## config.mk

```make
export PLATFORM = sky130hd
export DESIGN_NAME = rtwc_sqrt
export DESIGN_NICKNAME = d
export VERILOG_FILES = /design/src/sv/rtwc_pkg.sv /design/src/sv/rtwc_sqrt.sv
export SDC_FILE = /design/constraint.sdc
export NUM_CORES = 1
export LEC_CHECK = 0
export BUFFER_PORTS_ARGS = -buffer_cell sky130_fd_sc_hd__buf_2
export CAP_MARGIN = 20
export CORE_MARGIN = 2
export CORE_UTILIZATION = 60
export DETAILED_ROUTE_END_ITERATION = 8
export GPL_TIMING_DRIVEN = 0
export PLACE_DENSITY = 0.85
export SLEW_MARGIN = 20
export SYNTH_ARGS = -nofsm -noshare
export SYNTH_HDL_FRONTEND = slang
export SYNTH_SLANG_ARGS = --single-unit
```

## constraint.sdc

```tcl
create_clock -name clk -period 3.88 [get_ports clk]
set_input_delay 0.776 -clock clk [delete_from_list [all_inputs] [get_ports clk]]
set_output_delay 0.776 -clock clk [all_outputs]
set_load 0.01 [all_outputs]
```

## src/sv/rtwc_pkg.sv

```systemverilog
// shared widths, constants and register codes of the route time window checker
package rtwc_pkg;

	// parameter defaults
	localparam int COORD_BITS_DEF = 12;
	localparam int FRAC_BITS_DEF  = 12;

	// fixed field widths
	localparam int TIME_W   = 32;
	localparam int LOAD_W   = 24;
	localparam int WIN_W    = 20;
	localparam int DEM_W    = 16;
	localparam int SERV_W   = 16;
	localparam int CLOSE_W  = 20;
	localparam int CAP_W    = 24;

	// saturation limits
	localparam logic [TIME_W-1:0] TIME_MAX = {TIME_W{1'b1}};
	localparam logic [LOAD_W-1:0] LOAD_MAX = {LOAD_W{1'b1}};

	// apb port
	localparam int APB_DATA_W = 32;
	localparam int APB_ADDR_W = 4;

	// register word indexes
	typedef enum logic [1:0] {
		REG_DEPOT_X   = 2'd0,
		REG_DEPOT_Y   = 2'd1,
		REG_DEPOT_CLS = 2'd2,
		REG_CAPACITY  = 2'd3
	} reg_idx_t;

	// register reset values
	localparam logic [CLOSE_W-1:0] DEPOT_CLOSE_RST = {CLOSE_W{1'b1}};
	localparam logic [CAP_W-1:0]   CAPACITY_RST    = {CAP_W{1'b1}};

endpackage

```

## src/sv/rtwc_sqrt.sv

```systemverilog
// iterative square root, one radicand bit pair per cycle, fixed-point result
module rtwc_sqrt import rtwc_pkg::*; #(
	parameter int COORD_BITS = COORD_BITS_DEF,
	parameter int FRAC_BITS  = FRAC_BITS_DEF
) (
	input  logic                      clk,
	input  logic                      arst_n,
	input  logic                      start,
	input  logic [2*COORD_BITS:0]     radicand,
	output logic                      done,
	output logic [COORD_BITS+FRAC_BITS:0] root
);

	localparam int P    = COORD_BITS + 1 + FRAC_BITS;
	localparam int RW   = P + 1;
	localparam int CNTW = $clog2(P + 1);

	logic [2*P-1:0]  rad_q;
	logic [RW-1:0]   rem_q;
	logic [P-1:0]    root_q;
	logic [CNTW-1:0] cnt_q;
	logic            done_q;

	logic [RW+1:0]   rem_sh;
	logic [RW+1:0]   trial;
	logic [RW+1:0]   diff;
	logic            take;

	// one digit step
	assign rem_sh = {rem_q, rad_q[2*P-1 -: 2]};
	assign trial  = (RW+2)'({root_q, 2'b01});
	assign take   = rem_sh >= trial;
	assign diff   = rem_sh - trial;

	// control: step counter and done pulse
	always_ff @(posedge clk or negedge arst_n) begin
		if (!arst_n) begin
			cnt_q  <= '0;
			done_q <= 1'b0;
		end else if (start) begin
			cnt_q  <= CNTW'(P);
			done_q <= 1'b0;
		end else if (cnt_q != '0) begin
			cnt_q  <= cnt_q - CNTW'(1);
			done_q <= (cnt_q == CNTW'(1));
		end else begin
			done_q <= 1'b0;
		end
	end

	// datapath: radicand shifter, partial remainder, root
	always_ff @(posedge clk) begin
		if (start) begin
			rad_q  <= {1'b0, radicand, {(2*FRAC_BITS){1'b0}}};
			rem_q  <= '0;
			root_q <= '0;
		end else if (cnt_q != '0) begin
			rad_q <= {rad_q[2*P-3:0], 2'b00};
			if (take) begin
				rem_q  <= diff[RW-1:0];
				root_q <= {root_q[P-2:0], 1'b1};
			end else begin
				rem_q  <= rem_sh[RW-1:0];
				root_q <= {root_q[P-2:0], 1'b0};
			end
		end
	end

	assign done = done_q;
	assign root = root_q;

endmodule
```

==> metrics.txt <==
CTS tree yes; period utilisation layout 75.87%; total gr overflow 0; Syn Inst Count 595; Setup TNS 0 ns; YS warnings 0; top post-synthesis cells by area dfxtp_1 20%, edfxtp_1 15%, ha_1 7.3%; Flop pwr share 25.8%; Die Ht 96.63 um; Die X 96.63 um; Longest Clk Path Bufs 2; Hold Vio Cnt, Final 0; Area growth syn-to-layout 11.55%; CTS Hold Bufs 0; Crit path top cell by count clkbuf_1; Core Area 8258 um2; crit path buf inv count 2; Pint 2.424 mW; fillers 682; highest clock rate 0.3397 GHz; Die Area 9336 um2; #FFs+latches synth 83; fin nets 717; Syn Nets 653; Top delay family on crit path simple AND/OR/NAND/NOR gates; clock-pin slew on the worst setup and hold paths 0.11 ns; number of antenna violations at the first check in global routing 0; Post-synth ARST share 7.229%; ANT nets after route 0; Initial Util 62.33%; CP Class reg2reg; Post-route DRC 0; total routed wirelength 13.47 mm; initial drt markers 373; status completed; via count 4790; Final Util 69.53%; Logic pwr share 60.0%; Clk Latency, worst-skew pair 0.38 ns; Cell Area, Synth 5147 um2; worst IR drop on VDD 0.4413 mV; post-synth top area cell dfxtp_1; Worst Tran Pin Value 1.015 ns; Root Driver clkbuf_8; CP endpoint kind register; count of different cell masters after synthesis 67; row cnt 33; ant diodes 0; share of layout cells above drive strength 1 17.92%; total I/O pin count 54; vias in the first global route 4680; max cap viols 0; CTS H-tree lvls 3; final non-filler cell total 769; I/O Buffers 53; total CTS buffers 9; Total GRT Usage 28.26%; Post-DP HPWL 9.973 mm; Seq/Total Area, Yosys 37.72%; fin crit period 2.944 ns; clock network fraction of total power 14.1%; final setup violation count 0; postcts setup bufs 0; crit-path cells nor3_1, and2_1, clkbuf_1, clkbuf_1, nand2_1; Via density 6.229; Worst Clk Skew 0.02493 ns; routed length per instance 17.51 um; gpl congestion 0.9259; Psw 2.037 mW; Synth Flop Type dfxtp_1; CP arrival 2.83 ns; cells resized by post-CTS repair 0; synth cell count leaders 94 x nand2_1, 54 x a21oi_1, 52 x dfxtp_1; DP Cell Count 753; share of the synthesized area in the top cell type 20.22%; largest net degree at the start of global routing 26; Post-synth EDFFs 25; first-pass GRT wire length 21.69 mm; Max Fanout on Critical Path 25; Net Sw Frac 45.66%; Critical Path RT 3.76 ns; Hold Crit Class in2async; pwr dens 776.9 nW/um2; count leader, synth nand2_1; synthesized area per cell 8.651 um2; Final Max Slew Viols 0; TritonRoute pass-1 iters 5; RSZ-0062 raised after global routing false; CP Launch Type register; P_leak 2.392 nW; relative slew slack 32.14%; slowest stage delay, CP 0.72 ns; clock tree sinks 83; CP max-delay cell nand2_1
[sequential cells by signal, summed over array words and instances, names as in the netlist]
name	count
root	25
rem_q	26
cnt_q	5
done	1
rad_q	26
[layout by cell type, fill, tap and decap left out, types with 12 or more instances in the layout]
cell type	count
nand3_1	14
mux2_2	23
a311oi_1	13
nor3_1	14
a21o_1	12
a21oi_1	54
edfxtp_1	25
nand2_1	94
xnor2_1	12
clkbuf_1	20
ha_1	30
dfxtp_1	52
inv_1	36
nor2_1	45
buf_2	57
o21ai_0	19
[per-stage QoR]
step	cell area, um2	setup slack, ns	total power, mW	hold WS (ns)
global placement	5544	1.119	3.675	0.4656
floorplan	5147	1.483	3.199	0.4551
finish	5742	0.9363	4.461	0.1925
detailed placement	5544	0.9876	3.767	0.4756
global route	5742	0.6789	4.745	0.1922
CTS	5742	0.9270	4.407	0.1956
[metal layers]
layer / routed length, um / vias up / part of all wire [%] / track usage, %
met5: 0 / - / 0 / 0
met4: 520 / 0 / 3.9 / 13.76
met3: 977 / 45 / 7.3 / 4.480
met2: 6443 / 222 / 48 / 47.76
met1: 5527 / 2250 / 41 / 35.17
li1: - / 2273 / - / -
[cells by family after synthesis]
logic type	Yosys count	share of synthesized area, %
xor+xnor	14	2.382
flops	83	37.72
compound gates	161	22.12
fa+ha+maj	30	7.292
mux	25	5.421
buf+inv	71	5.955
simple gates	211	19.11
[worst paths after layout]
kind	slack (ns)	startpoint	end	depth (start not counted)
min in group clk	0.48	root[4]$_SDFFE_PP0P_	root[4]$_SDFFE_PP0P_	2
max	0.94	cnt_q[2]$_DFFE_PN0P_	rad_q[26]$_DFFE_PP_	5
max in group asynchronous	3.55	arst_n	cnt_q[1]$_DFFE_PN0P_	1
min reg2reg	0.48	root[4]$_SDFFE_PP0P_	root[4]$_SDFFE_PP0P_	2
min	0.19	arst_n	cnt_q[3]$_DFFE_PN0P_	1
max reg2reg	0.94	cnt_q[2]$_DFFE_PN0P_	rad_q[26]$_DFFE_PP_	5
[power groups by stage]
stage	logic (mW)	registers (mW)	clock network, mW
2_1_floorplan	2.07	1.13	0
3_3_place_gp	2.52	1.16	0
3_5_place_dp	2.60	1.16	0
4_1_cts	2.63	1.14	0.635
5_1_grt	2.92	1.16	0.668
6_report	2.68	1.15	0.631
[final cells by class]
class	instances	area (um2)	area share [%]
buffer	35	171.4	2.985
clock buffer	9	123.9	2.157
clock inverter	7	73.82	1.286
inverter	36	135.1	2.353
multi-input combinational	441	2899	50.49
sequential	83	1942	33.82
tap	105	131.4	2.288
timing repair buffer	53	265.3	4.620
[worst reg2reg max path, stage by stage, from the launching register on]
cell and delay (ns):
dfrtp_1 0.43, nor3_1 0.35, and2_1 0.19, clkbuf_1 0.32, clkbuf_1 0.43, nand2_1 0.72
Power figures use the tool's default switching activity.
