**config.mk**
```make
export PLATFORM = sky130hd
export DESIGN_NAME = rtwc_cfg
export DESIGN_NICKNAME = d
export VERILOG_FILES = /design/src/sv/rtwc_pkg.sv /design/src/sv/rtwc_cfg.sv
export SDC_FILE = /design/constraint.sdc
export NUM_CORES = 1
export LEC_CHECK = 0
export ABC_CLOCK_PERIOD_IN_PS = 1850
export BUFFER_PORTS_ARGS = -buffer_cell sky130_fd_sc_hd__buf_2
export CORE_ASPECT_RATIO = 1.75
export CORE_MARGIN = 8
export CORE_UTILIZATION = 40
export CTS_BUF_LIST = sky130_fd_sc_hd__clkbuf_4
export CTS_CLUSTER_DIAMETER = 40
export DETAILED_ROUTE_END_ITERATION = 10
export PLACE_DENSITY = 0.7
export SYNTH_ARGS = -nofsm -noshare
export SYNTH_HDL_FRONTEND = slang
export SYNTH_SLANG_ARGS = --single-unit
export TNS_END_PERCENT = 100
```
**constraint.sdc**
```tcl
create_clock -name clk -period 1.85 [get_ports clk]
set_clock_uncertainty 0.15 [all_clocks]
set_input_delay 0.0925 -clock clk [delete_from_list [all_inputs] [get_ports clk]]
set_output_delay 0.0925 -clock clk [all_outputs]
set_load 0.01 [all_outputs]
```
**src/sv/rtwc_pkg.sv**
```systemverilog
// shared widths, constants and register codes of the route time window checker
package rtwc_pkg;

	// parameter defaults
	localparam int COORD_BITS_DEF = 12;
	localparam int FRAC_BITS_DEF  = 12;

	// fixed field widths
	localparam int TIME_W   = 32;
	localparam int LOAD_W   = 24;
	localparam int WIN_W    = 20;
	localparam int DEM_W    = 16;
	localparam int SERV_W   = 16;
	localparam int CLOSE_W  = 20;
	localparam int CAP_W    = 24;

	// saturation limits
	localparam logic [TIME_W-1:0] TIME_MAX = {TIME_W{1'b1}};
	localparam logic [LOAD_W-1:0] LOAD_MAX = {LOAD_W{1'b1}};

	// apb port
	localparam int APB_DATA_W = 32;
	localparam int APB_ADDR_W = 4;

	// register word indexes
	typedef enum logic [1:0] {
		REG_DEPOT_X   = 2'd0,
		REG_DEPOT_Y   = 2'd1,
		REG_DEPOT_CLS = 2'd2,
		REG_CAPACITY  = 2'd3
	} reg_idx_t;

	// register reset values
	localparam logic [CLOSE_W-1:0] DEPOT_CLOSE_RST = {CLOSE_W{1'b1}};
	localparam logic [CAP_W-1:0]   CAPACITY_RST    = {CAP_W{1'b1}};

endpackage

```
**src/sv/rtwc_cfg.sv**
```systemverilog
// apb register file: depot position, depot close time, vehicle capacity
module rtwc_cfg import rtwc_pkg::*; #(
	parameter int COORD_BITS = COORD_BITS_DEF
) (
	input  logic                  clk,
	input  logic                  arst_n,
	input  logic                  psel,
	input  logic                  penable,
	input  logic                  pwrite,
	input  logic [APB_ADDR_W-1:0] paddr,
	input  logic [APB_DATA_W-1:0] pwdata,
	output logic [APB_DATA_W-1:0] prdata,
	output logic                  pready,
	output logic [COORD_BITS-1:0] depot_x,
	output logic [COORD_BITS-1:0] depot_y,
	output logic [CLOSE_W-1:0]    depot_close,
	output logic [CAP_W-1:0]      vehicle_capacity
);

	logic [COORD_BITS-1:0] depot_x_q;
	logic [COORD_BITS-1:0] depot_y_q;
	logic [CLOSE_W-1:0]    depot_close_q;
	logic [CAP_W-1:0]      capacity_q;
	reg_idx_t              idx;
	logic                  wr_en;

	assign idx    = reg_idx_t'(paddr[3:2]);
	assign wr_en  = psel && penable && pwrite;
	assign pready = 1'b1;

	// register writes
	always_ff @(posedge clk or negedge arst_n) begin
		if (!arst_n) begin
			depot_x_q     <= '0;
			depot_y_q     <= '0;
			depot_close_q <= DEPOT_CLOSE_RST;
			capacity_q    <= CAPACITY_RST;
		end else if (wr_en) begin
			case (idx)
				REG_DEPOT_X:   depot_x_q     <= pwdata[COORD_BITS-1:0];
				REG_DEPOT_Y:   depot_y_q     <= pwdata[COORD_BITS-1:0];
				REG_DEPOT_CLS: depot_close_q <= pwdata[CLOSE_W-1:0];
				REG_CAPACITY:  capacity_q    <= pwdata[CAP_W-1:0];
				default: ;
			endcase
		end
	end

	// read mux
	always_comb begin
		case (idx)
			REG_DEPOT_X:   prdata = APB_DATA_W'(depot_x_q);
			REG_DEPOT_Y:   prdata = APB_DATA_W'(depot_y_q);
			REG_DEPOT_CLS: prdata = APB_DATA_W'(depot_close_q);
			REG_CAPACITY:  prdata = APB_DATA_W'(capacity_q);
			default:       prdata = '0;
		endcase
	end

	assign depot_x          = depot_x_q;
	assign depot_y          = depot_y_q;
	assign depot_close      = depot_close_q;
	assign vehicle_capacity = capacity_q;

endmodule

```
==> summary.md <==
- 0 — Hold Violations, Final
- 2.06 nW — leakage power total
- 0.47 ns — Crit path largest cell delay
- 0.798 — Routability Congestion
- flop — Critical Path Start Type
- 8140 um — wire length reported by the detailed router
- 7800 sq um — standard cell core area
- sky130_fd_sc_hd__buf_2 — commonest non-fill, non-tap cell in the layout
- 1.61 ns — required arrival time at the worst endpoint
- 2178 — vias post-DR
- 40.8% — Initial Utilization
- 5790 um — half-perimeter wire length of the detailed placement result
- 13100 um — global-route wire length before repair
- 0 — DRC viols
- 18.2 um — Avg WL per Cell
- 1.45 ns — data arrival time of the critical path
- 0 — number of synthesis warnings
- 91.7% — share of the cycle needed by the critical path after routing
- 3 — Max H-tree Level
- 41 — initial DRC count
- 0.41 ns — later-pin clock latency in the skew report
- 1.70 ns — min cycle time layout
- 68 — CTS sink cnt
- 0 — reported max-cap violation count
- output port — endpoint type of the worst setup path
- sky130_fd_sc_hd__clkbuf_4 — clk root buf
- 0.220 ns — Place WS
- 68 — flip-flop and latch count after synthesis
- 197 — cell count after synthesis
- 0.10 ns — clock transition at the register clock pins on the worst setup and hold paths after CTS
- 16.2 sq um — Mapped Avg Cell Area
- 0 — postcts setup bufs
- no — unrepaired setup endpoints after global routing
- 4.86 — number of vias per cell after detailed routing
- 0.154 ns — Final Worst Setup Slack
- 3180 sq um — Post-Syn Area
- 1070 nW/um^2 — areal power density over the cells
- 650 — fillcell total
- in2async — class of the worst hold path
- finished, final reports clean — outcome
- 0.90 ns — Worst R2R Setup Slack
- 14.7% — total routing usage reported by global routing
- yes — clock tree from TritonCTS
- 1 — cell count of the worst reg-to-reg path
- 20 — number of distinct standard cells referenced by the synthesized netlist
- 393 — Net count, final
- 0 — remaining antenna violation count after routing
- 3920 sq um — dpl cell area
- 0 — Final Max Tran Viols
- 0.00461 W — total chip power
- 4290 sq um — post-route design area
- 122 — number of I/O port buffers
- 9 — total CTS buffers
- depot_y[9] — startpoint of the worst-slack reg-to-reg timing path
- 0 — Final setup viols
- 83.4 um — Chip Width
- sky130_fd_sc_hd__mux4_2 — slowest cell on the critical path
- depot_y[9] — RR Endpoint
- 55.2% — sequential area share after synthesis
- 1320 sq um — area of the multi-input gates
- 2 — clock buffer depth
- 590 MHz — Max Freq
- 0 — number of gates given a new drive strength after cts
- 0 — GRT overflow
- 0 ns — Sum Neg Setup Slack
- reg2out — crit path kind
- sky130_fd_sc_hd__buf_2, sky130_fd_sc_hd__mux2_2, sky130_fd_sc_hd__dfstp_2 — commonest cells after routing, fill and taps aside
- 43 — FP Rows
- 142 — I/O pin total
- mux4_2 -> buf_2 — cell-by-cell listing of the critical path
- 2434 — number of global-route vias before repair
- 69 — largest net degree at the start of global routing
- 134 um — Die Height
- 77.3% — layout cell share with drive strength beyond 1
- 11200 sq um — DIE AREA
- 3 — critical path fanouts, max
- 35.0% — synthesis-to-finish area growth
- 1 — initial antenna violation count
- 0.531 mV — Max rail drop VDD
- 4 — total iterations of the first detailed-routing run
- 1760 sq um — Seq. cell area
power breakdown:
group	switching [W]	internal (W)	leakage [nW]	total, W
Clock	0.000508	0.000394	0.0743	0.000902
Combinational	0.000649	0.000795	1.23	0.00144
Sequential	0.000266	0.00200	0.756	0.00227
layer usage:
layer  GRT usage [%]  part of all wire (%)  up-vias
met3            5.16                   6.6       13
li1                -                     -     1006
met2            25.5                    53       80
met5               0                     0        -
met4            8.59                   2.9        0
met1            14.9                    37     1079
flip-flops by register name, summed over array words and instances (netlist names):
signal / flops
vehicle_capacity: 24
depot_close: 20
depot_x: 12
depot_y: 12
how the worst max path moves through the flow:
| stage | start | endpoint | slack [ns] |
|---|---|---|---|
| 2_1_floorplan | paddr[3] | depot_x[10] | 0.46 |
| 3_5_place_dp | paddr[2] | prdata[8] | 0.22 |
| 4_1_cts | depot_y[10] | prdata[10] | 0.11 |
| 3_3_place_gp | paddr[2] | prdata[5] | 0.25 |
| 5_1_grt | depot_y[10] | prdata[10] | 0.08 |
| 6_report | depot_y[10] | prdata[10] | 0.15 |
layout make-up:
class / count / area share (%)
sequential: 68 / 40.9
antenna: 1 / 0.0583
clock inverter: 7 / 1.34
timing repair buffer: 158 / 22.8
tap: 90 / 2.62
multi-input combinational: 115 / 30.7
clock buffer: 9 / 1.57
critical path: cells and delay by family, from the launching register on:
family / cells / cell delay [ns]
buf+inv: 1 / 0.16
flops: 1 / 0.42
mux: 1 / 0.47
kinds of logic (layout without fill, tap and decap cells):
group	after synthesis	count (layout)	synth area share, %
buffers and inverters	21	174	4.56
DFF	68	68	55.2
muxes	88	88	36.3
other	2	10	0.236
and+or+nand+nor	18	18	3.74
synthesized netlist by cell type:
master | instances | share of area (%)
sky130_fd_sc_hd__dfstp_2 | 44 | 36
sky130_fd_sc_hd__clkbuf_1 | 1 | 0.12
sky130_fd_sc_hd__mux4_2 | 12 | 8.5
sky130_fd_sc_hd__nor3_1 | 1 | 0.16
sky130_fd_sc_hd__buf_4 | 12 | 2.8
sky130_fd_sc_hd__nor2_2 | 1 | 0.20
sky130_fd_sc_hd__and3_1 | 4 | 0.79
sky130_fd_sc_hd__mux2_2 | 58 | 21
sky130_fd_sc_hd__buf_2 | 5 | 0.79
sky130_fd_sc_hd__nand3_2 | 1 | 0.31
sky130_fd_sc_hd__nor2b_1 | 8 | 1.6
sky130_fd_sc_hd__conb_1 | 2 | 0.24
sky130_fd_sc_hd__or3b_4 | 1 | 0.35
sky130_fd_sc_hd__mux2i_1 | 8 | 2.5
sky130_fd_sc_hd__buf_1 | 1 | 0.12
sky130_fd_sc_hd__nand2_1 | 1 | 0.12
sky130_fd_sc_hd__buf_6 | 2 | 0.71
sky130_fd_sc_hd__nor3b_1 | 1 | 0.24
sky130_fd_sc_hd__dfrtp_1 | 24 | 19
sky130_fd_sc_hd__mux2_4 | 10 | 4.7
stage by stage:
step | utilization (%) | std cells | hold WS [ns]
2_1_floorplan | - | 204 | -0.353
3_3_place_gp | 50.2 | 406 | -0.0169
3_5_place_dp | 50.2 | 406 | 0.00352
4_1_cts | 55.0 | 447 | 0.0719
5_1_grt | 55.0 | 448 | 0.101
6_report | 55.0 | 448 | 0.0847
timing repair:
item	CTS	global route
hold buffers	25	0
setup endpoints to repair	0	0
endpoints found under the hold margin	136	0
Note: power is estimated with default switching activity, not from simulation.
